[config.mk]
export PLATFORM = sky130hd
export DESIGN_NAME = lift_status_burst_transmitter
export DESIGN_NICKNAME = d
export VERILOG_FILES = /design/src/rtl/core/lsbt_pkg.sv /design/src/rtl/core/lsbt_front.sv /design/src/rtl/core/lsbt_queue.sv /design/src/rtl/core/lsbt_back.sv /design/src/rtl/core/lift_status_burst_transmitter.sv
export VERILOG_INCLUDE_DIRS = /design/src /design/src/rtl/core
export SDC_FILE = /design/constraint.sdc
export NUM_CORES = 1
export LEC_CHECK = 0
export BUFFER_PORTS_ARGS = -buffer_cell sky130_fd_sc_hd__clkbuf_2
export CAP_MARGIN = 20
export CORE_ASPECT_RATIO = 2
export CORE_MARGIN = 2
export CORE_UTILIZATION = 55
export DETAILED_ROUTE_END_ITERATION = 6
export PLACE_DENSITY = 0.82
export SETUP_SLACK_MARGIN = 0.3
export SYNTH_ARGS = -nofsm -noshare
export SYNTH_HDL_FRONTEND = slang
export SYNTH_HIERARCHICAL = 1
export SYNTH_SLANG_ARGS = --single-unit
[constraint.sdc]
create_clock -name clock -period 8.1 [get_ports clock]
set_input_delay 0.405 -clock clock [delete_from_list [all_inputs] [get_ports clock]]
set_output_delay 0.405 -clock clock [all_outputs]
set_load 0.02 [all_outputs]
[src/rtl/core/lift_status_burst_transmitter_defines.svh]
// Assertion helpers used by the transmitter RTL.
`ifndef LIFT_STATUS_BURST_TRANSMITTER_DEFINES_SVH
`define LIFT_STATUS_BURST_TRANSMITTER_DEFINES_SVH

// Same-cycle implication.
`define LSBT_ASSERT_IMP(lbl, clk, rst, ante, cons, msg) \
   lbl: assert property (@(posedge clk) disable iff (rst) (ante) |-> (cons)) \
      else $error(msg);

// Next-cycle implication.
`define LSBT_ASSERT_NEXT(lbl, clk, rst, ante, cons, msg) \
   lbl: assert property (@(posedge clk) disable iff (rst) (ante) |=> (cons)) \
      else $error(msg);

`endif

[src/rtl/core/lsbt_pkg.sv]
package lsbt_pkg;

   localparam int unsigned FLOORS      = 18;
   localparam int unsigned PIN_W       = 18;
   localparam int unsigned FLOOR_W     = 5;
   localparam int unsigned TIME_W      = 32;
   localparam int unsigned CNT_W       = 32;
   localparam int unsigned GAP_W       = 16;
   localparam int unsigned BLEN_W      = 4;
   localparam int unsigned MODE_W      = 2;
   localparam int unsigned CSR_INDEX_W = 2;
   localparam int unsigned CSR_DATA_W  = 16;
   localparam int unsigned QUEUE_DEPTH = 4;

   localparam logic [MODE_W-1:0] MODE_LEGACY = 2'd0;
   localparam logic [MODE_W-1:0] MODE_CRC    = 2'd1;
   localparam logic [MODE_W-1:0] MODE_BOTH   = 2'd2;

   localparam logic [GAP_W-1:0]  RST_BURST_GAP = 16'd10;
   localparam logic [GAP_W-1:0]  RST_HEARTBEAT = 16'd2000;
   localparam logic [BLEN_W-1:0] RST_BURST_LEN = 4'd3;

   localparam logic [1:0] DIR_NONE = 2'd0;
   localparam logic [1:0] DIR_DOWN = 2'd1;
   localparam logic [1:0] DIR_UP   = 2'd2;

   localparam logic [2:0] SVC_ALL_PINS = 3'd1;
   localparam logic [2:0] SVC_REVISION = 3'd2;
   localparam logic [2:0] SVC_RELAY    = 3'd3;
   localparam logic [2:0] SVC_NORMAL   = 3'd5;

   localparam logic KIND_LEGACY = 1'b0;
   localparam logic KIND_CRC    = 1'b1;

   typedef enum logic [CSR_INDEX_W-1:0] {
      CSR_FRAME_MODE,
      CSR_BURST_GAP,
      CSR_HEARTBEAT,
      CSR_BURST_LENGTH
   } lsbt_csr_index_type;

   typedef struct packed {
      logic [MODE_W-1:0] frame_mode;
      logic [GAP_W-1:0]  repeat_gap;
      logic [GAP_W-1:0]  idle_period;
      logic [BLEN_W-1:0] burst_length;
   } lsbt_cfg_type;

   typedef struct packed {
      logic [FLOOR_W-1:0] floor;
      logic [FLOOR_W-1:0] destination;
      logic               occupied;
      logic [1:0]         direction;
      logic [2:0]         service;
      logic               legacy_en;
      logic               crc_en;
      logic [CNT_W-1:0]   frames_total;
      logic [CNT_W-1:0]   bursts_total;
   } lsbt_job_type;

endpackage

[src/rtl/core/lsbt_front.sv]
module lsbt_front (
   input  logic                        clock,
   input  logic                        reset,
   input  lsbt_pkg::lsbt_cfg_type      cfg,
   input  logic                        req_valid,
   output logic                        req_ready,
   input  logic [lsbt_pkg::PIN_W-1:0]  req_position_pins,
   input  logic [lsbt_pkg::PIN_W-1:0]  req_stop_pins,
   input  logic                        req_up_level,
   input  logic                        req_down_level,
   input  logic                        req_occupied_level,
   input  logic                        req_revision_level,
   input  logic                        req_relay_level,
   input  logic [lsbt_pkg::TIME_W-1:0] req_time_ms,
   input  logic                        q_full,
   output logic                        push_valid,
   output lsbt_pkg::lsbt_job_type      push_job
);
   import lsbt_pkg::*;

   function automatic logic [FLOOR_W-1:0] top_index(logic [FLOORS-1:0] v);
      logic [FLOOR_W-1:0] r;
      r = '0;
      for (int i = 0; i < FLOORS; i++) begin
         if (v[i]) begin
            r = FLOOR_W'(i);
         end
      end
      return r;
   endfunction

   logic [FLOORS-1:0]  pos_low, stop_low;
   logic               pos_one;
   logic [FLOOR_W-1:0] held_floor_in, held_dest_in;
   logic [1:0]         dir_in;
   logic [2:0]         svc_in;
   logic               accept;

   logic               s1_valid_ff;
   logic               s1_occ_ff;
   logic [1:0]         s1_dir_ff;
   logic [2:0]         s1_svc_ff;
   logic [TIME_W-1:0]  s1_time_ff;
   logic [FLOOR_W-1:0] held_floor_ff, held_dest_ff;

   logic [FLOOR_W-1:0] sent_floor_ff, sent_dest_ff;
   logic               sent_occ_ff;
   logic [1:0]         sent_dir_ff;
   logic [2:0]         sent_svc_ff;
   logic [BLEN_W-1:0]  repeats_ff;
   logic [TIME_W-1:0]  last_rep_ff, last_send_ff;
   logic [CNT_W-1:0]   frame_cnt_ff, tx_cnt_ff;

   logic               changed, rep_nz, gap_ok, hb_ok, do_tx, s2_go;
   logic               legacy_en, crc_en;
   logic [TIME_W-1:0]  since_rep, since_send;
   logic [CNT_W-1:0]   frame_cnt_in, tx_cnt_in;

   // classify
   always_comb begin
      pos_low  = ~FLOORS'(req_position_pins);
      stop_low = ~FLOORS'(req_stop_pins);
      pos_one  = (pos_low != '0) && ((pos_low & (pos_low - FLOORS'(1))) == '0);
      held_floor_in = pos_one ? top_index(pos_low) : held_floor_ff;
      held_dest_in  = (stop_low != '0) ? top_index(stop_low) : held_dest_ff;
      if (req_up_level && !req_down_level) begin
         dir_in = DIR_UP;
      end else if (!req_up_level && req_down_level) begin
         dir_in = DIR_DOWN;
      end else begin
         dir_in = DIR_NONE;
      end
      if ((&pos_low) && (stop_low == '0)) begin
         svc_in = SVC_ALL_PINS;
      end else if (!req_revision_level) begin
         svc_in = SVC_REVISION;
      end else if (!req_relay_level) begin
         svc_in = SVC_RELAY;
      end else begin
         svc_in = SVC_NORMAL;
      end
   end

   // decide
   always_comb begin
      changed = (held_floor_ff != sent_floor_ff) || (held_dest_ff != sent_dest_ff) ||
                (s1_occ_ff != sent_occ_ff) || (s1_dir_ff != sent_dir_ff) ||
                (s1_svc_ff != sent_svc_ff);
      since_rep  = s1_time_ff - last_rep_ff;
      since_send = s1_time_ff - last_send_ff;
      gap_ok = since_rep >= TIME_W'(cfg.repeat_gap);
      hb_ok  = since_send >= TIME_W'(cfg.idle_period);
      rep_nz = repeats_ff != '0;
      do_tx  = changed || (rep_nz && gap_ok) || (!rep_nz && hb_ok);
      s2_go  = s1_valid_ff && (!do_tx || !q_full);
      legacy_en = cfg.frame_mode != MODE_CRC;
      crc_en    = cfg.frame_mode != MODE_LEGACY;
      tx_cnt_in    = tx_cnt_ff + CNT_W'(1);
      frame_cnt_in = frame_cnt_ff + CNT_W'(legacy_en) + CNT_W'(crc_en);
   end

   assign req_ready  = !s1_valid_ff || s2_go;
   assign accept     = req_valid && req_ready;
   assign push_valid = s2_go && do_tx;

   always_comb begin
      push_job.floor        = held_floor_ff;
      push_job.destination  = held_dest_ff;
      push_job.occupied     = s1_occ_ff;
      push_job.direction    = s1_dir_ff;
      push_job.service      = s1_svc_ff;
      push_job.legacy_en    = legacy_en;
      push_job.crc_en       = crc_en;
      push_job.frames_total = frame_cnt_in;
      push_job.bursts_total = tx_cnt_in;
   end

   always_ff @(posedge clock) begin
      if (accept) begin
         s1_occ_ff  <= ~req_occupied_level;
         s1_dir_ff  <= dir_in;
         s1_svc_ff  <= svc_in;
         s1_time_ff <= req_time_ms;
      end
   end

   always_ff @(posedge clock) begin
      if (reset) begin
         s1_valid_ff   <= 1'b0;
         held_floor_ff <= '0;
         held_dest_ff  <= '0;
         sent_floor_ff <= '0;
         sent_dest_ff  <= '0;
         sent_occ_ff   <= 1'b0;
         sent_dir_ff   <= '0;
         sent_svc_ff   <= '0;
         repeats_ff    <= '0;
         last_rep_ff   <= '0;
         last_send_ff  <= '0;
         frame_cnt_ff  <= '0;
         tx_cnt_ff     <= '0;
      end else begin
         if (accept) begin
            s1_valid_ff   <= 1'b1;
            held_floor_ff <= held_floor_in;
            held_dest_ff  <= held_dest_in;
         end else if (s2_go) begin
            s1_valid_ff <= 1'b0;
         end
         if (push_valid) begin
            frame_cnt_ff <= frame_cnt_in;
            tx_cnt_ff    <= tx_cnt_in;
            last_send_ff <= s1_time_ff;
            if (changed) begin
               sent_floor_ff <= held_floor_ff;
               sent_dest_ff  <= held_dest_ff;
               sent_occ_ff   <= s1_occ_ff;
               sent_dir_ff   <= s1_dir_ff;
               sent_svc_ff   <= s1_svc_ff;
               repeats_ff    <= (cfg.burst_length != '0) ?
                                cfg.burst_length - BLEN_W'(1) : '0;
               last_rep_ff   <= s1_time_ff;
            end else if (rep_nz) begin
               repeats_ff  <= repeats_ff - BLEN_W'(1);
               last_rep_ff <= s1_time_ff;
            end
         end
      end
   end

endmodule

[src/rtl/core/lsbt_queue.sv]
module lsbt_queue (
   input  logic                   clock,
   input  logic                   reset,
   input  logic                   push_valid,
   input  lsbt_pkg::lsbt_job_type push_job,
   output logic                   q_full,
   output logic                   q_valid,
   output lsbt_pkg::lsbt_job_type q_job,
   input  logic                   q_pop
);
   import lsbt_pkg::*;

   localparam int unsigned PTR_W = (QUEUE_DEPTH > 1) ? $clog2(QUEUE_DEPTH) : 1;
   localparam int unsigned CNT_QW = $clog2(QUEUE_DEPTH + 1);

   lsbt_job_type       entry_ff [QUEUE_DEPTH];
   logic [PTR_W-1:0]   wr_ptr_ff, rd_ptr_ff;
   logic [CNT_QW-1:0]  count_ff;

   function automatic logic [PTR_W-1:0] next_ptr(logic [PTR_W-1:0] p);
      return (p == PTR_W'(QUEUE_DEPTH - 1)) ? '0 : p + PTR_W'(1);
   endfunction

   assign q_full  = count_ff == CNT_QW'(QUEUE_DEPTH);
   assign q_valid = count_ff != '0;
   assign q_job   = entry_ff[rd_ptr_ff];

   always_ff @(posedge clock) begin
      if (push_valid) begin
         entry_ff[wr_ptr_ff] <= push_job;
      end
   end

   always_ff @(posedge clock) begin
      if (reset) begin
         wr_ptr_ff <= '0;
         rd_ptr_ff <= '0;
         count_ff  <= '0;
      end else begin
         if (push_valid) begin
            wr_ptr_ff <= next_ptr(wr_ptr_ff);
         end
         if (q_pop) begin
            rd_ptr_ff <= next_ptr(rd_ptr_ff);
         end
         count_ff <= count_ff + CNT_QW'(push_valid) - CNT_QW'(q_pop);
      end
   end

endmodule

[src/rtl/core/lsbt_back.sv]
`include "lift_status_burst_transmitter_defines.svh"

module lsbt_back (
   input  logic                       clock,
   input  logic                       reset,
   input  logic                       q_valid,
   input  lsbt_pkg::lsbt_job_type     q_job,
   output logic                       q_pop,
   output logic                       rsp_valid,
   input  logic                       rsp_ready,
   output logic [7:0]                 rsp_tx_byte,
   output logic                       rsp_frame_kind,
   output logic                       rsp_last_byte,
   output logic [lsbt_pkg::CNT_W-1:0] rsp_frames_total,
   output logic [lsbt_pkg::CNT_W-1:0] rsp_bursts_total
);
   import lsbt_pkg::*;

   localparam logic [4:0] IDX_OPEN      = 5'd0;
   localparam logic [4:0] IDX_PAY_FIRST = 5'd1;
   localparam logic [4:0] IDX_PAY_LAST  = 5'd11;
   localparam logic [4:0] IDX_SEP       = 5'd12;
   localparam logic [4:0] IDX_HEX_HI    = 5'd13;
   localparam logic [4:0] IDX_HEX_LO    = 5'd14;
   localparam logic [4:0] IDX_BRACE     = 5'd15;
   localparam logic [4:0] IDX_CRC_CR    = 5'd16;
   localparam logic [4:0] IDX_CRC_LF    = 5'd17;
   localparam logic [4:0] IDX_LEG_LF    = 5'd14;

   localparam logic [7:0] CH_ZERO   = 8'h30;
   localparam logic [7:0] CH_A      = 8'h41;
   localparam logic [7:0] CH_LT     = 8'h3C;
   localparam logic [7:0] CH_GT     = 8'h3E;
   localparam logic [7:0] CH_LBRACE = 8'h7B;
   localparam logic [7:0] CH_RBRACE = 8'h7D;
   localparam logic [7:0] CH_COMMA  = 8'h2C;
   localparam logic [7:0] CH_CR     = 8'h0D;
   localparam logic [7:0] CH_LF     = 8'h0A;
   localparam logic [7:0] CRC_POLY  = 8'h07;

   function automatic logic [7:0] tens_char(logic [FLOOR_W-1:0] v);
      logic [7:0] t;
      if (v >= FLOOR_W'(30)) t = 8'd3;
      else if (v >= FLOOR_W'(20)) t = 8'd2;
      else if (v >= FLOOR_W'(10)) t = 8'd1;
      else t = 8'd0;
      return CH_ZERO + t;
   endfunction

   function automatic logic [7:0] ones_char(logic [FLOOR_W-1:0] v);
      logic [7:0] w;
      w = 8'(v);
      if (w >= 8'd30) w = w - 8'd30;
      else if (w >= 8'd20) w = w - 8'd20;
      else if (w >= 8'd10) w = w - 8'd10;
      return CH_ZERO + w;
   endfunction

   function automatic logic [7:0] hex_char(logic [3:0] v);
      return (v < 4'd10) ? CH_ZERO + 8'(v) : CH_A + 8'(v) - 8'd10;
   endfunction

   function automatic logic [7:0] crc8(logic [7:0] c, logic [7:0] b);
      logic [7:0] r;
      r = c ^ b;
      for (int k = 0; k < 8; k++) begin
         r = r[7] ? ({r[6:0], 1'b0} ^ CRC_POLY) : {r[6:0], 1'b0};
      end
      return r;
   endfunction

   function automatic logic [7:0] frame_byte(lsbt_job_type j, logic kind,
                                             logic [4:0] idx, logic [7:0] crc);
      logic [7:0] b;
      case (idx)
         IDX_OPEN:   b = (kind == KIND_CRC) ? CH_LBRACE : CH_LT;
         5'd1:       b = tens_char(j.floor);
         5'd2:       b = ones_char(j.floor);
         5'd3:       b = CH_COMMA;
         5'd4:       b = tens_char(j.destination);
         5'd5:       b = ones_char(j.destination);
         5'd6:       b = CH_COMMA;
         5'd7:       b = CH_ZERO + 8'(j.occupied);
         5'd8:       b = CH_COMMA;
         5'd9:       b = CH_ZERO + 8'(j.direction);
         5'd10:      b = CH_COMMA;
         5'd11:      b = CH_ZERO + 8'(j.service);
         IDX_SEP:    b = (kind == KIND_CRC) ? CH_COMMA : CH_GT;
         IDX_HEX_HI: b = (kind == KIND_CRC) ? hex_char(crc[7:4]) : CH_CR;
         IDX_HEX_LO: b = (kind == KIND_CRC) ? hex_char(crc[3:0]) : CH_LF;
         IDX_BRACE:  b = CH_RBRACE;
         IDX_CRC_CR: b = CH_CR;
         IDX_CRC_LF: b = CH_LF;
         default:    b = '0;
      endcase
      return b;
   endfunction

   lsbt_job_type     job_ff;
   logic             act_ff;
   logic             kind_ff;
   logic [4:0]       idx_ff;
   logic [7:0]       crc_ff;

   logic             rsp_valid_ff;
   logic [7:0]       rsp_byte_ff;
   logic             rsp_kind_ff;
   logic             rsp_last_ff;
   logic [CNT_W-1:0] rsp_frames_ff, rsp_bursts_ff;

   logic             advance, frame_end, out_last, crc_take;
   logic [7:0]       cur_byte;

   always_comb begin
      advance   = act_ff && (!rsp_valid_ff || rsp_ready);
      cur_byte  = frame_byte(job_ff, kind_ff, idx_ff, crc_ff);
      frame_end = (kind_ff == KIND_CRC) ? (idx_ff == IDX_CRC_LF) : (idx_ff == IDX_LEG_LF);
      out_last  = frame_end && ((kind_ff == KIND_CRC) || !job_ff.crc_en);
      crc_take  = (kind_ff == KIND_CRC) && (idx_ff >= IDX_PAY_FIRST) &&
                  (idx_ff <= IDX_PAY_LAST);
      q_pop     = q_valid && (!act_ff || (advance && out_last));
   end

   always_ff @(posedge clock) begin
      if (reset) begin
         act_ff       <= 1'b0;
         rsp_valid_ff <= 1'b0;
      end else begin
         if (q_pop) begin
            act_ff <= 1'b1;
         end else if (advance && out_last) begin
            act_ff <= 1'b0;
         end
         if (advance) begin
            rsp_valid_ff <= 1'b1;
         end else if (rsp_ready) begin
            rsp_valid_ff <= 1'b0;
         end
      end
   end

   always_ff @(posedge clock) begin
      if (q_pop) begin
         job_ff  <= q_job;
         kind_ff <= q_job.legacy_en ? KIND_LEGACY : KIND_CRC;
         idx_ff  <= '0;
         crc_ff  <= '0;
      end else if (advance) begin
         if (frame_end) begin
            kind_ff <= KIND_CRC;
            idx_ff  <= '0;
            crc_ff  <= '0;
         end else begin
            idx_ff <= idx_ff + 5'd1;
            if (crc_take) begin
               crc_ff <= crc8(crc_ff, cur_byte);
            end
         end
      end
      if (advance) begin
         rsp_byte_ff   <= cur_byte;
         rsp_kind_ff   <= kind_ff;
         rsp_last_ff   <= out_last;
         rsp_frames_ff <= job_ff.frames_total;
         rsp_bursts_ff <= job_ff.bursts_total;
      end
   end

   assign rsp_valid        = rsp_valid_ff;
   assign rsp_tx_byte      = rsp_byte_ff;
   assign rsp_frame_kind   = rsp_kind_ff;
   assign rsp_last_byte    = rsp_last_ff;
   assign rsp_frames_total = rsp_frames_ff;
   assign rsp_bursts_total = rsp_bursts_ff;

   `LSBT_ASSERT_IMP(a_legacy_enabled, clock, reset, act_ff && (kind_ff == KIND_LEGACY), job_ff.legacy_en, "legacy frame sent while disabled")
   `LSBT_ASSERT_IMP(a_some_frame, clock, reset, act_ff, job_ff.legacy_en || job_ff.crc_en, "transaction with no frame")
   `LSBT_ASSERT_IMP(a_idx_range, clock, reset, act_ff, (idx_ff <= IDX_CRC_LF) && ((kind_ff == KIND_CRC) || (idx_ff <= IDX_LEG_LF)), "byte index past frame end")
   `LSBT_ASSERT_NEXT(a_drain, clock, reset, advance && out_last && !q_valid, !act_ff, "serializer busy after last byte")

endmodule

[src/rtl/core/lift_status_burst_transmitter.sv]
// Lift status burst transmitter.
// req_* carries one timed pin sample per transaction (valid/ready). Each
// sample updates the held floor and destination and may start a
// transmission: on a status change, on a burst repeat, or on a heartbeat.
// rsp_* carries the transmitted ASCII text one byte per transaction, with
// the frame kind, a last-byte flag and the frame and transmission counts.
// csr_* writes the four registers at any edge with csr_write_enable high.
// An accepted sample is registered in the decision stage and queued; the
// serializer pops it when free and registers its bytes onto rsp_*. A
// sample is taken every cycle; a transmission of 15, 18 or 33 bytes holds
// the serializer (one byte per cycle), and up to 4 pending transmissions
// queue between the decision stage and the serializer. Samples stall only
// when that queue is full and the next sample also needs a transmission.
// Reset clears all status, counters and the queue and loads the register
// defaults (both frames, gap 10 ms, heartbeat 2000 ms, burst of 3).
// When the receiver holds rsp_ready low the current byte holds and the
// queue fills; input samples keep flowing until it is full.
module lift_status_burst_transmitter (
   input  logic                             clock,
   input  logic                             reset,
   input  logic                             req_valid,
   output logic                             req_ready,
   input  logic [lsbt_pkg::PIN_W-1:0]       req_position_pins,
   input  logic [lsbt_pkg::PIN_W-1:0]       req_stop_pins,
   input  logic                             req_up_level,
   input  logic                             req_down_level,
   input  logic                             req_occupied_level,
   input  logic                             req_revision_level,
   input  logic                             req_relay_level,
   input  logic [lsbt_pkg::TIME_W-1:0]      req_time_ms,
   output logic                             rsp_valid,
   input  logic                             rsp_ready,
   output logic [7:0]                       rsp_tx_byte,
   output logic                             rsp_frame_kind,
   output logic                             rsp_last_byte,
   output logic [lsbt_pkg::CNT_W-1:0]       rsp_frames_total,
   output logic [lsbt_pkg::CNT_W-1:0]       rsp_bursts_total,
   input  logic                             csr_write_enable,
   input  logic [lsbt_pkg::CSR_INDEX_W-1:0] csr_index,
   input  logic [lsbt_pkg::CSR_DATA_W-1:0]  csr_write_data
);
   import lsbt_pkg::*;

   lsbt_cfg_type cfg_ff;
   logic         push_valid, q_full, q_valid, q_pop;
   lsbt_job_type push_job, q_job;

   always_ff @(posedge clock) begin
      if (reset) begin
         cfg_ff.frame_mode   <= MODE_BOTH;
         cfg_ff.repeat_gap   <= RST_BURST_GAP;
         cfg_ff.idle_period  <= RST_HEARTBEAT;
         cfg_ff.burst_length <= RST_BURST_LEN;
      end else if (csr_write_enable) begin
         case (lsbt_csr_index_type'(csr_index))
            CSR_FRAME_MODE:   cfg_ff.frame_mode   <= csr_write_data[MODE_W-1:0];
            CSR_BURST_GAP:    cfg_ff.repeat_gap   <= csr_write_data[GAP_W-1:0];
            CSR_HEARTBEAT:    cfg_ff.idle_period  <= csr_write_data[GAP_W-1:0];
            CSR_BURST_LENGTH: cfg_ff.burst_length <= csr_write_data[BLEN_W-1:0];
            default:          cfg_ff <= cfg_ff;
         endcase
      end
   end

   lsbt_front u_front (
      .clock              (clock),
      .reset              (reset),
      .cfg                (cfg_ff),
      .req_valid          (req_valid),
      .req_ready          (req_ready),
      .req_position_pins  (req_position_pins),
      .req_stop_pins      (req_stop_pins),
      .req_up_level       (req_up_level),
      .req_down_level     (req_down_level),
      .req_occupied_level (req_occupied_level),
      .req_revision_level (req_revision_level),
      .req_relay_level    (req_relay_level),
      .req_time_ms        (req_time_ms),
      .q_full             (q_full),
      .push_valid         (push_valid),
      .push_job           (push_job)
   );

   lsbt_queue u_queue (
      .clock      (clock),
      .reset      (reset),
      .push_valid (push_valid),
      .push_job   (push_job),
      .q_full     (q_full),
      .q_valid    (q_valid),
      .q_job      (q_job),
      .q_pop      (q_pop)
   );

   lsbt_back u_back (
      .clock            (clock),
      .reset            (reset),
      .q_valid          (q_valid),
      .q_job            (q_job),
      .q_pop            (q_pop),
      .rsp_valid        (rsp_valid),
      .rsp_ready        (rsp_ready),
      .rsp_tx_byte      (rsp_tx_byte),
      .rsp_frame_kind   (rsp_frame_kind),
      .rsp_last_byte    (rsp_last_byte),
      .rsp_frames_total (rsp_frames_total),
      .rsp_bursts_total (rsp_bursts_total)
   );

endmodule
Word-level counts from Yosys, hierarchy flattened

Memories as Yosys holds them, arrays and structs flattened. A register that Yosys moved wholly into a read port is not among the register bits.
Cells that the tools add are included.

$add $sub $neg: 32
$mul: 0
Div/mod/pow operators: 0
Magnitude comparators: 18
Equality and inequality tests: 29
Shifts and indexed selects: 0
Muxes and demuxes: 93
Bitwise logic cells: 14
Reduce and logical (&&, ||, !) cells: 65

Operators by type and width:

| operator                                                           | count |
|---|---|
| two-way mux 8 bit                                                  | 20 |
| case mux 8 bit (15 select lines)                                   | 1 |
| two-way mux 4 bit                                                  | 19 |
| adder 32 x 1 -> 32 bit                                             | 2 |
| greater-or-equal comparator 32 x 16 -> 1 bit                       | 2 |
| two-way mux 32 bit                                                 | 2 |
| subtractor 32 bit                                                  | 2 |
| two-way mux 3 bit                                                  | 17 |
| == test 5 x 4 -> 1 bit (second input constant)                     | 8 |
| greater-or-equal comparator 5 bit (second input constant)          | 8 |
| logical NOT 18 bit                                                 | 2 |
| NOT 18 bit                                                         | 2 |
| nonzero test 18 bit                                                | 2 |
| adder 32 x 1 -> 32 bit (second input constant)                     | 1 |
| adder 6 x 8 -> 8 bit (first input constant)                        | 4 |
| two-way mux 5 bit                                                  | 6 |
| NOT 3 bit                                                          | 8 |
| subtractor 5 x 5 -> 6 bit (second input constant)                  | 4 |
| == test 5 x 3 -> 1 bit (second input constant)                     | 4 |
| greater-or-equal comparator 5 x 4 -> 1 bit (second input constant) | 4 |
| AND reduction 2 bit                                                | 10 |
| AND 18 bit                                                         | 1 |
| two-way mux 1 bit                                                  | 18 |
| two-way mux 2 bit                                                  | 9 |
| other kinds (41)                                                   | 95 |

Register bits: 413
Latch bits: 0
Bits in writable memories: 328
ROM bits: 0
Input port bits: 96
Output and inout bits: 76
Logic and storage cells: 295
Memories: 1

Memories:

| memory           | depth | bits a word | rd ports | clocked after memory_dff | wr ports | RTL line         | source |
|---|---|---|---|---|---|---|---|
| u_queue.entry_ff | 4     | 82          | 1        | 1                        | 1        | lsbt_queue.sv:16 | `lsbt_job_type entry_ff [QUEUE_DEPTH];` |

Longest topological paths before layout

Gate-level depths: netlist of the first run.

Word-level depth: 26
Depth in mapped cells: 28
Gate-level depth less buffers: 27

By module

The synthesis of the first run kept the hierarchy.

By module, submodules not included:

| module                        | instances | cells each | area an instance (um^2) | sequential area each (um^2) |
|---|---|---|---|---|
| lsbt_front                    | 1         | 1829       | 14433.8                 | 4324.1 |
| lsbt_queue                    | 1         | 470        | 12364.4                 | 10029.6 |
| lsbt_back                     | 1         | 480        | 7144.4                  | 4954.8 |
| lift_status_burst_transmitter | 1         | 156        | 1604.0                  | 760.7 |

Worst setup path before layout of the first run

Ideal clock, no wire load.

Kind: register -> register
From: register u_front.s1_time_ff[4]
To: memory u_queue/entry_ff[0][0] (netlist name) (enable)
Library setup time: 449 ps
Arrival: 6734 ps
Required time: 7651 ps
Slack: 917 ps
Cell stages (with the launch flop): 22
Path buffers: 1
Period minus slack after synthesis: 7183 ps
Path through: edfxtp_1 ha_1 a21o_1 a31o_2 o21a_1 nor2_1 o21a_1 o21ai_0 xor2_1 ha_1 nand4_1 or4_1 or4_1 o2111ai_1 nor4_1 o2111ai_1 and4b_1 a32oi_4 nand2_2 inv_2 clkbuf_1 and2_1

Longest elaborated chain between the ends: 11
Elaborated cells between the ends (all ways): 14
Classes of those cells: 2 x add/sub; 2 x order compare; 2 x mux; 8 x reduce/logical

Ends and longest elaborated chain:

| what                                         | RTL line                            | source |
|---|---|---|
| start: declaration                           | lsbt_front.sv:43                    | `logic [TIME_W-1:0] s1_time_ff;` |
| start signal: assignment                     | lsbt_front.sv:123                   | `s1_time_ff <= req_time_ms;` |
| subtractor 32 bit                            | lsbt_front.sv:89                    | `since_rep = s1_time_ff - last_rep_ff;` |
| greater-or-equal comparator 32 x 16 -> 1 bit | lsbt_front.sv:91                    | `gap_ok = since_rep >= TIME_W'(cfg.repeat_gap);` |
| logical AND 1 bit                            | lsbt_front.sv:94                    | `do_tx = changed \|\| (rep_nz && gap_ok) \|\| (!rep_nz && hb_ok);` |
| logical OR 1 bit                             | lsbt_front.sv:94                    |  |
| logical OR 1 bit *                           | lsbt_front.sv:94                    |  |
| logical NOT 1 bit                            | lsbt_front.sv:95                    | `s2_go = s1_valid_ff && (!do_tx \|\| !q_full);` |
| logical OR 1 bit                             | lsbt_front.sv:95                    |  |
| logical AND 1 bit                            | lsbt_front.sv:95                    |  |
| logical AND 1 bit *                          | lsbt_front.sv:104                   | `assign push_valid = s2_go && do_tx;` |
| via push_valid                               | lift_status_burst_transmitter.sv:45 | `logic push_valid, q_full, q_valid, q_pop;` |
| two-way mux 1 bit *                          | lsbt_queue.sv:29                    | `if (push_valid) begin` |
| two-way mux 1 bit (implied by the code) *    | lsbt_queue.sv:30                    | `entry_ff[wr_ptr_ff] <= push_job;` |
| end: declaration                             | lsbt_queue.sv:16                    |  |

The timed path passes the listed nets; every way through them passes the cells marked *.

Worst setup path in the final report of the first run

From: register u_front.s1_time_ff[0]
To: register u_queue.count_ff[2]

Longest elaborated chain between the ends: 11
Elaborated cells between the ends (all ways): 14
Classes of those cells: 4 x add/sub; 2 x order compare; 8 x reduce/logical

Ends and longest elaborated chain:

| what                                         | RTL line                            | source |
|---|---|---|
| subtractor 32 bit                            | lsbt_front.sv:89                    |  |
| greater-or-equal comparator 32 x 16 -> 1 bit | lsbt_front.sv:91                    |  |
| logical AND 1 bit                            | lsbt_front.sv:94                    |  |
| logical OR 1 bit                             | lsbt_front.sv:94                    |  |
| logical OR 1 bit *                           | lsbt_front.sv:94                    |  |
| logical NOT 1 bit                            | lsbt_front.sv:95                    |  |
| logical OR 1 bit                             | lsbt_front.sv:95                    |  |
| logical AND 1 bit                            | lsbt_front.sv:95                    |  |
| logical AND 1 bit *                          | lsbt_front.sv:104                   |  |
| via push_valid                               | lift_status_burst_transmitter.sv:45 |  |
| adder 3 x 1 -> 3 bit *                       | lsbt_queue.sv:46                    | `count_ff <= count_ff + CNT_QW'(push_valid) - CNT_QW'(q_pop);` |
| subtractor 3 x 1 -> 3 bit *                  | lsbt_queue.sv:46                    |  |
| end signal: assignment                       | lsbt_queue.sv:46                    |  |
| end: declaration                             | lsbt_queue.sv:18                    | `logic [CNT_QW-1:0] count_ff;` |

Marks and branches as above.
A chain may end at the register's enable or synchronous reset.

==> run metrics, run 1 <==
critical path peak fanout 37; CTS Buffer Depth 3; Startpoint Class flop; Hold Crit Depth 1; syn nets 3163; Initial Util 55.6%; total CTS buffers 66; number of synthesized flops with an enable pin 521; commonest non-fill, non-tap cell in the layout edfxtp_1; Tot GR Track Use 26.3%; first-pass GRT wire length 134 mm; Power Total 11.6 mW; clock slew at reported path FFs 0.06 ns; Ant. Diodes 0; Worst path slowest cell or4_1; M2 GR Usage 50.4%; H-tree Lvls 3; Final nets 3316; core area 0.0639 mm^2; outcome finished, final reports clean; Yosys reg bits 742; CTS tree built; # IOs 172; Vias/cell 6.11; initial DRC count 1463; Critical Path RT 8.57 ns; ANT nets after route 0; post-synthesis sequential area ratio 56.5%; critical path endpoint category flop; drt pass-1 iters 6; Max Cap Violations 0; maximum vdd drop 0.229 mV; kind of cell adding the most delay to the critical path simple AND/OR/NAND/NOR gates; Tcrit/Tclk final 82.9%; Hold Crit Class input port to flop; DR vias 24100; routing usage on met1 26.1%; unrepaired setup endpoints after global routing false; Root Driver clkbuf_16; most frequent cells in the layout 521 x edfxtp_1, 238 x nor2_1, 219 x dfxtp_1, 213 x a21oi_1, 170 x clkbuf_2; Final Cell Area 0.0394 mm^2; pwr dens 294 mW/mm^2; Hold Vio Cnt, Final 0; largest net degree at the start of global routing 99; Final Critical Period 6.72 ns; stages on the worst setup path 25; share of layout cells above drive strength 1 14.5%; initial antenna violation count 1; gp weighted congestion 1.05; r2r worst-path depth 25; Slew Limit Fails 0; Unique masters post-synth 107; skew final 0.0278 ns; Final Util 61.6%; synthesized cell area 0.0355 mm^2; number of global-route vias before repair 24500; wire length per cell 22.3 um; critical setup path kind flop to flop; dpl cell area 0.0368 mm^2; met3 Use GR 2.95%; Leakage 14.5 nW; number of remaining DRC errors 0; WP buf/inv 4; # rows 131; Mapped Cells 2935; worst skew pair latency 0.61 ns; asr flop ratio synth 0%; Die X 184 um; Max transition margin 24.9%; Routed WL 87.7 mm; DP HPWL 61.9 mm; Fmax achieved 0.149 GHz; Synth Area per Inst 12.1 um^2; setup_tns 0 ns; CP max stage delay 0.56 ns; post-CTS setup buffers 0; Final Setup Violations 0; ys flop type edfxtp_1; worst-margin pin slew 1.13 ns; gr busiest metal met2; DIE HEIGHT 364 um; worst path arrival time 7.18 ns; total die area 0.0668 mm^2; CTS Sinks 742; Area Growth Syn to Fin 10.7%; total grt overflow 0; Port-buffer cells 170; YS warnings 6
## layout make-up
class | instances | area [um^2]
multi-input cells | 1887 | 14000
clock inverters | 44 | 502
repair buffers | 228 | 1370
clock buffers | 78 | 1750
flip-flops and latches | 742 | 20100
inverters | 163 | 612
fillers | 4905 | 24600
well taps | 798 | 998
## final timing paths
| check | slack, ns | from | endpoint |
|---|---|---|---|
| max | 1.38 | u_front/s1_time_ff[0] | u_queue/count_ff[2] |
| min | 0.02 | req_time_ms[25] | u_front/s1_time_ff[25] |
| max reg2reg | 1.38 | u_front/s1_time_ff[0] | u_queue/count_ff[2] |
| min reg2reg | 0.41 | u_back/job_ff[23] | u_back/rsp_bursts_total[23] |
## worst register-to-register path: stages, from the launching register on
cell	delay [ns]
edfxtp_1	0.36
inv_1	0.07
ha_1	0.23
fa_1	0.42
nor2b_1	0.20
o2111ai_1	0.29
a21oi_1	0.53
nor2_1	0.11
xnor2_1	0.16
ha_1	0.27
nand4_1	0.17
or4_1	0.56
or4_1	0.48
o2111ai_1	0.12
nor4_1	0.09
o2111ai_1	0.08
and4b_1	0.25
a32oi_4	0.26
nand2_2	0.09
inv_2	0.40
buf_4	0.50
ha_1	0.23
inv_1	0.06
fa_1	0.39
xnor3_1	0.20
nor2_1	0.04
## per-stage QoR
step                std cells  setup slack (ns)  hold slack (ns)
global route             3940              1.05           0.0146
finish                   3940              1.38           0.0159
detailed placement       3786              1.40            0.405
CTS                      3939              1.41          0.00375
global placement         3786              1.48            0.400
floorplan                2935             0.917            0.400
## cell usage after synthesis, types with 24 or more instances
cell,count,area [um^2]
nor2b_1,25,156
nand2b_1,60,375
xnor2_1,62,543
o211ai_1,24,180
a21oi_1,213,1070
mux4_2,81,1820
inv_1,160,601
nand3_1,82,410
nor3_1,38,190
dfxtp_1,221,4420
o21ai_0,89,445
edfxtp_1,521,15600
and3_1,34,213
mux2i_1,102,1020
nand4_1,46,288
a211oi_1,25,188
nor2_1,238,893
or3_1,27,169
ha_1,128,1600
xor2_1,91,797
clkbuf_1,73,274
buf_2,36,180
nand2_1,168,631
## power breakdown
group	leakage (nW)	internal, mW	switching, mW
Combinational	6.79	1.29	1.89
Clock	1.09	1.83	1.41
Sequential	6.65	4.78	0.366
## state kept, by name, indices dropped and copies added, names as in the netlist, 3 cells and up, named ones only
| signal | count |
|---|---|
| u_front/held_floor_ff | 5 |
| u_back/rsp_frames_total | 32 |
| u_back/rsp_tx_byte | 7 |
| u_front/frame_cnt_ff | 32 |
| u_back/crc_ff | 8 |
| u_front/s1_svc_ff | 3 |
| u_back/rsp_bursts_total | 32 |
| u_front/held_dest_ff | 5 |
| u_queue/entry_ff | 328 |
| u_front/sent_svc_ff | 3 |
| u_front/sent_dest_ff | 5 |
| u_front/s1_time_ff | 32 |
| u_front/repeats_ff | 4 |
| u_front/sent_floor_ff | 5 |
| u_back/job_ff | 81 |
| u_back/idx_ff | 5 |
| u_front/tx_cnt_ff | 32 |
| u_front/last_rep_ff | 32 |
| u_front/last_send_ff | 32 |
| cfg_ff | 38 |
| u_queue/count_ff | 3 |
## kinds of logic after synthesis
group	after synthesis	synth area share (%)
XOR/XNOR	160	4.16
multiplexers	187	8.17
buffers and inverters	306	4.13
flip-flops	742	56.5
AO/OA/AOI/OAI	548	10.0
AND/OR/NAND/NOR	856	12.2
other	1	0.0105
adder cells (fa/ha/maj)	135	4.82
## per-layer routing
layer / vias up / part of all wire [%]
met5: - / 0
met2: 820 / 55
met4: 0 / 7.0
li1: 11200 / -
met3: 307 / 4.1
met1: 11700 / 34
## what timing repair did
action,CTS,global route
resized for setup,0,0
hold endpoints to repair,31,0
hold buffers,31,0
Power figures use the tool's default switching activity.
==> run 2, diff against run 1 <==
--- a/config.mk
+++ b/config.mk
@@ -12,7 +12,7 @@
 export CORE_MARGIN = 2
 export CORE_UTILIZATION = 55
 export DETAILED_ROUTE_END_ITERATION = 6
-export PLACE_DENSITY = 0.82
+export PLACE_DENSITY = 0.84
 export SETUP_SLACK_MARGIN = 0.3
 export SYNTH_ARGS = -nofsm -noshare
 export SYNTH_HDL_FRONTEND = slang
==> constraint.sdc (replaced) <==
create_clock -name clock -period 6.09 [get_ports clock]
set_input_delay 0.3045 -clock clock [delete_from_list [all_inputs] [get_ports clock]]
set_output_delay 0.3045 -clock clock [all_outputs]
set_load 0.02 [all_outputs]
==> run 2 against run 1 <==
  * Core utilization up 1.2 points
  * Critical path depth down 5
  * Final cell count up 1.3%
  * Highest routed layer is now met5
  * Largest power group unchanged
  * Sequential power grew 32%
  * Register-to-register slack lost 0.92 ns
  * Die area is the same
  * Count of clock-buffer cells in the layout is 10 lower
  * Global-route usage fell by 0.46 points
==> run metrics, run 2 (synthesis gave the netlist of run 1 again) <==
kind of cell adding the most delay to the critical path simple AND/OR/NAND/NOR gates; pwr dens 382 mW/mm^2 (+30%); Largest Register u_queue/entry_ff; commonest non-fill, non-tap cell in the layout edfxtp_1; Tcrit/Tclk final 92.9%; Vias/cell 6.12 (+0.21%); Fill cells 4786 (-2.4%); Startpoint Class flop; WP buf/inv 2 (-2); max reg flops 328 (unchanged); Reg area 0.0201 mm^2 (unchanged); setup_tns 0 ns (unchanged); first-pass GRT wire length 133 mm (-0.30%); CP max stage delay 0.52 ns (-0.04 ns); Critical Path RT 5.79 ns (-2.78 ns); critical setup path kind flop to output pin; Max Cap Violations 0 (unchanged); Worst path slowest cell or4_1; core area 0.0639 mm^2 (unchanged); Fmax achieved 0.177 GHz; Hold Crit Depth 3 (+2); FF-to-FF setup slack 0.46 ns (-0.92 ns); Leakage 14.8 nW (+1.9%); maximum vdd drop 0.258 mV (+13%); Final Critical Period 5.66 ns; cell chain of the critical path ha_1, nor2b_1, o2111a_2, o21a_2, nor2_4, o21a_1, o21ai_1, xor2_1, ha_1, nand4_1, or4_1, or4_4, o2111ai_1, nor4_1, o2111ai_1, and4b_2, a32oi_4, buf_6, nand3_2, buf_6; Port-buffer cells 170 (unchanged); HP Start csr_write_data[15]; Die X 184 um (unchanged); worst path arrival time 5.36 ns (-1.82 ns); Tot GR Track Use 25.8% (-0.46 points); Slew Limit Fails 0 (unchanged); critical path peak fanout 5 (-86%); initial antenna violation count 3 (+2); Power Total 15.3 mW (+32%); total grt overflow 0 (unchanged); Reg-to-Reg Start u_front/s1_time_ff[1]; r2r worst-path depth 22 (-12%); Root Driver clkbuf_16; most frequent cells in the layout 521 x edfxtp_1, 237 x nor2_1, 219 x dfxtp_1, 210 x a21oi_1; ANT nets after route 0 (unchanged); multi-input logic area 0.0142 mm^2 (+1.2%); Max transition margin 21.6% (-3.3 points); CTS tree built; initial DRC count 1755 (+20%); CTS Sinks 742 (unchanged); Initial Util 55.6% (unchanged); largest net degree at the start of global routing 104 (+5.1%); Hold Crit Class input port to flop; DP HPWL 61.4 mm (-0.74%); critical path endpoint category output pin; share of layout cells above drive strength 1 16.2% (+1.7 points); total die area 0.0668 mm^2 (unchanged); wire length per cell 21.9 um (-1.9%); Area Growth Syn to Fin 12.9%; outcome finished, final reports clean; R2R Path End u_queue/entry_ff[1][72]; DIE HEIGHT 364 um (unchanged); number of global-route vias before repair 24500 (-0.024%); skew final 0.0439 ns (+0.0161 ns); Final nets 3367 (+1.5%); Routed WL 87.2 mm (-0.57%); # rows 131 (unchanged); gp weighted congestion 1.01 (-4.1%); H-tree Lvls 2 (-1); Hold Vio Cnt, Final 0 (unchanged); clock slew at reported path FFs 0.07 ns (about the same); # IOs 172 (unchanged); Final Setup Violations 0 (unchanged); Largest regs u_queue/entry_ff: 328 flops, u_back/job_ff: 81 flops, cfg_ff: 38 flops; DR vias 24400 (+1.5%); unrepaired setup endpoints after global routing true; drt pass-1 iters 5 (-1); number of remaining DRC errors 0 (unchanged); total CTS buffers 61 (-7.6%); worst skew pair latency 0.64 ns (+0.03 ns); worst-margin pin slew 1.15 ns (+0.0198 ns); CTS Buffer Depth 3 (unchanged); worst min-delay path endpoint cfg_ff[19]
[run 2: changes by cell type in the layout (fill, tap and decap cells not counted), sizes merged]
cell	change
diode	+2
and2	+1
bufinv	+3
clkbuf	-12
dlygate4sd3	+22
clkinvlp	+2
clkinv	-1
buf	+35
[run 2: power breakdown]
group	internal, mW	switching (mW)
clock	2.37	1.87
combinational	1.78	2.48
sequential	6.35	0.453
total	10.5	4.80
[run 2: what timing repair did]
action,in CTS,in global routing
setup buffers,4,11
gates cloned,0,1
gates resized for setup,14,31
pin swaps,2,8
setup endpoints to repair,270,405
hold endpoints to repair,66,0
hold buffers,53,0
[run 2: worst min-delay path, cell delays in order]
cell and delay, ns:
clkbuf_2 0.09, nand2b_1 0.12, mux2i_1 0.09
[run 2: how the worst max path moves through the flow]
stage / start / to / slack [ns] / cells past startpoint
after floorplan: u_front/s1_time_ff[4] / u_queue/entry_ff[0][0] / 0.39 / 21
after global placement: u_front/s1_time_ff[0] / u_queue/entry_ff[2][43] / 0.25 / 22
after detailed placement: u_front/s1_time_ff[1] / u_queue/entry_ff[2][10] / 0.13 / 22
after CTS: u_front/s1_time_ff[0] / req_ready / 0.30 / 24
after global routing: u_front/s1_time_ff[4] / req_ready / 0.26 / 20
final: u_front/s1_time_ff[1] / req_ready / 0.43 / 20
[run 2: per-layer routing]
layer  track usage, %  up-vias  routed length [um]
met5                0        -                  11
met4             16.5        2                6330
met3             2.82      341                3490
met2             50.5      881               48600
met1             25.1    11900               28800
li1                 -    11300                   -
[run 2: area by class of cell]
cell class / count / area share [%]
repair buffers: 283 / 4.98
diodes: 2 / 0.0125
well taps: 798 / 2.49
clock buffers: 68 / 3.92
clock inverters: 48 / 1.60
multi-input cells: 1888 / 35.4
inverters: 163 / 1.53
flip-flops and latches: 742 / 50.0
[run 2: stage by stage]
stage          util [%]  instance area (um^2)  cells  hold WS (ns)  setup slack (ns)
2_1_floorplan         -                 35600   2935         0.371             0.390
3_3_place_gp       58.0                 37100   3805         0.401             0.246
3_5_place_dp       58.0                 37100   3805         0.405             0.128
4_1_cts            62.4                 39900   3978     0.0000389             0.304
5_1_grt            62.8                 40100   3992        0.0257             0.258
6_report           62.8                 40100   3992        0.0326             0.430
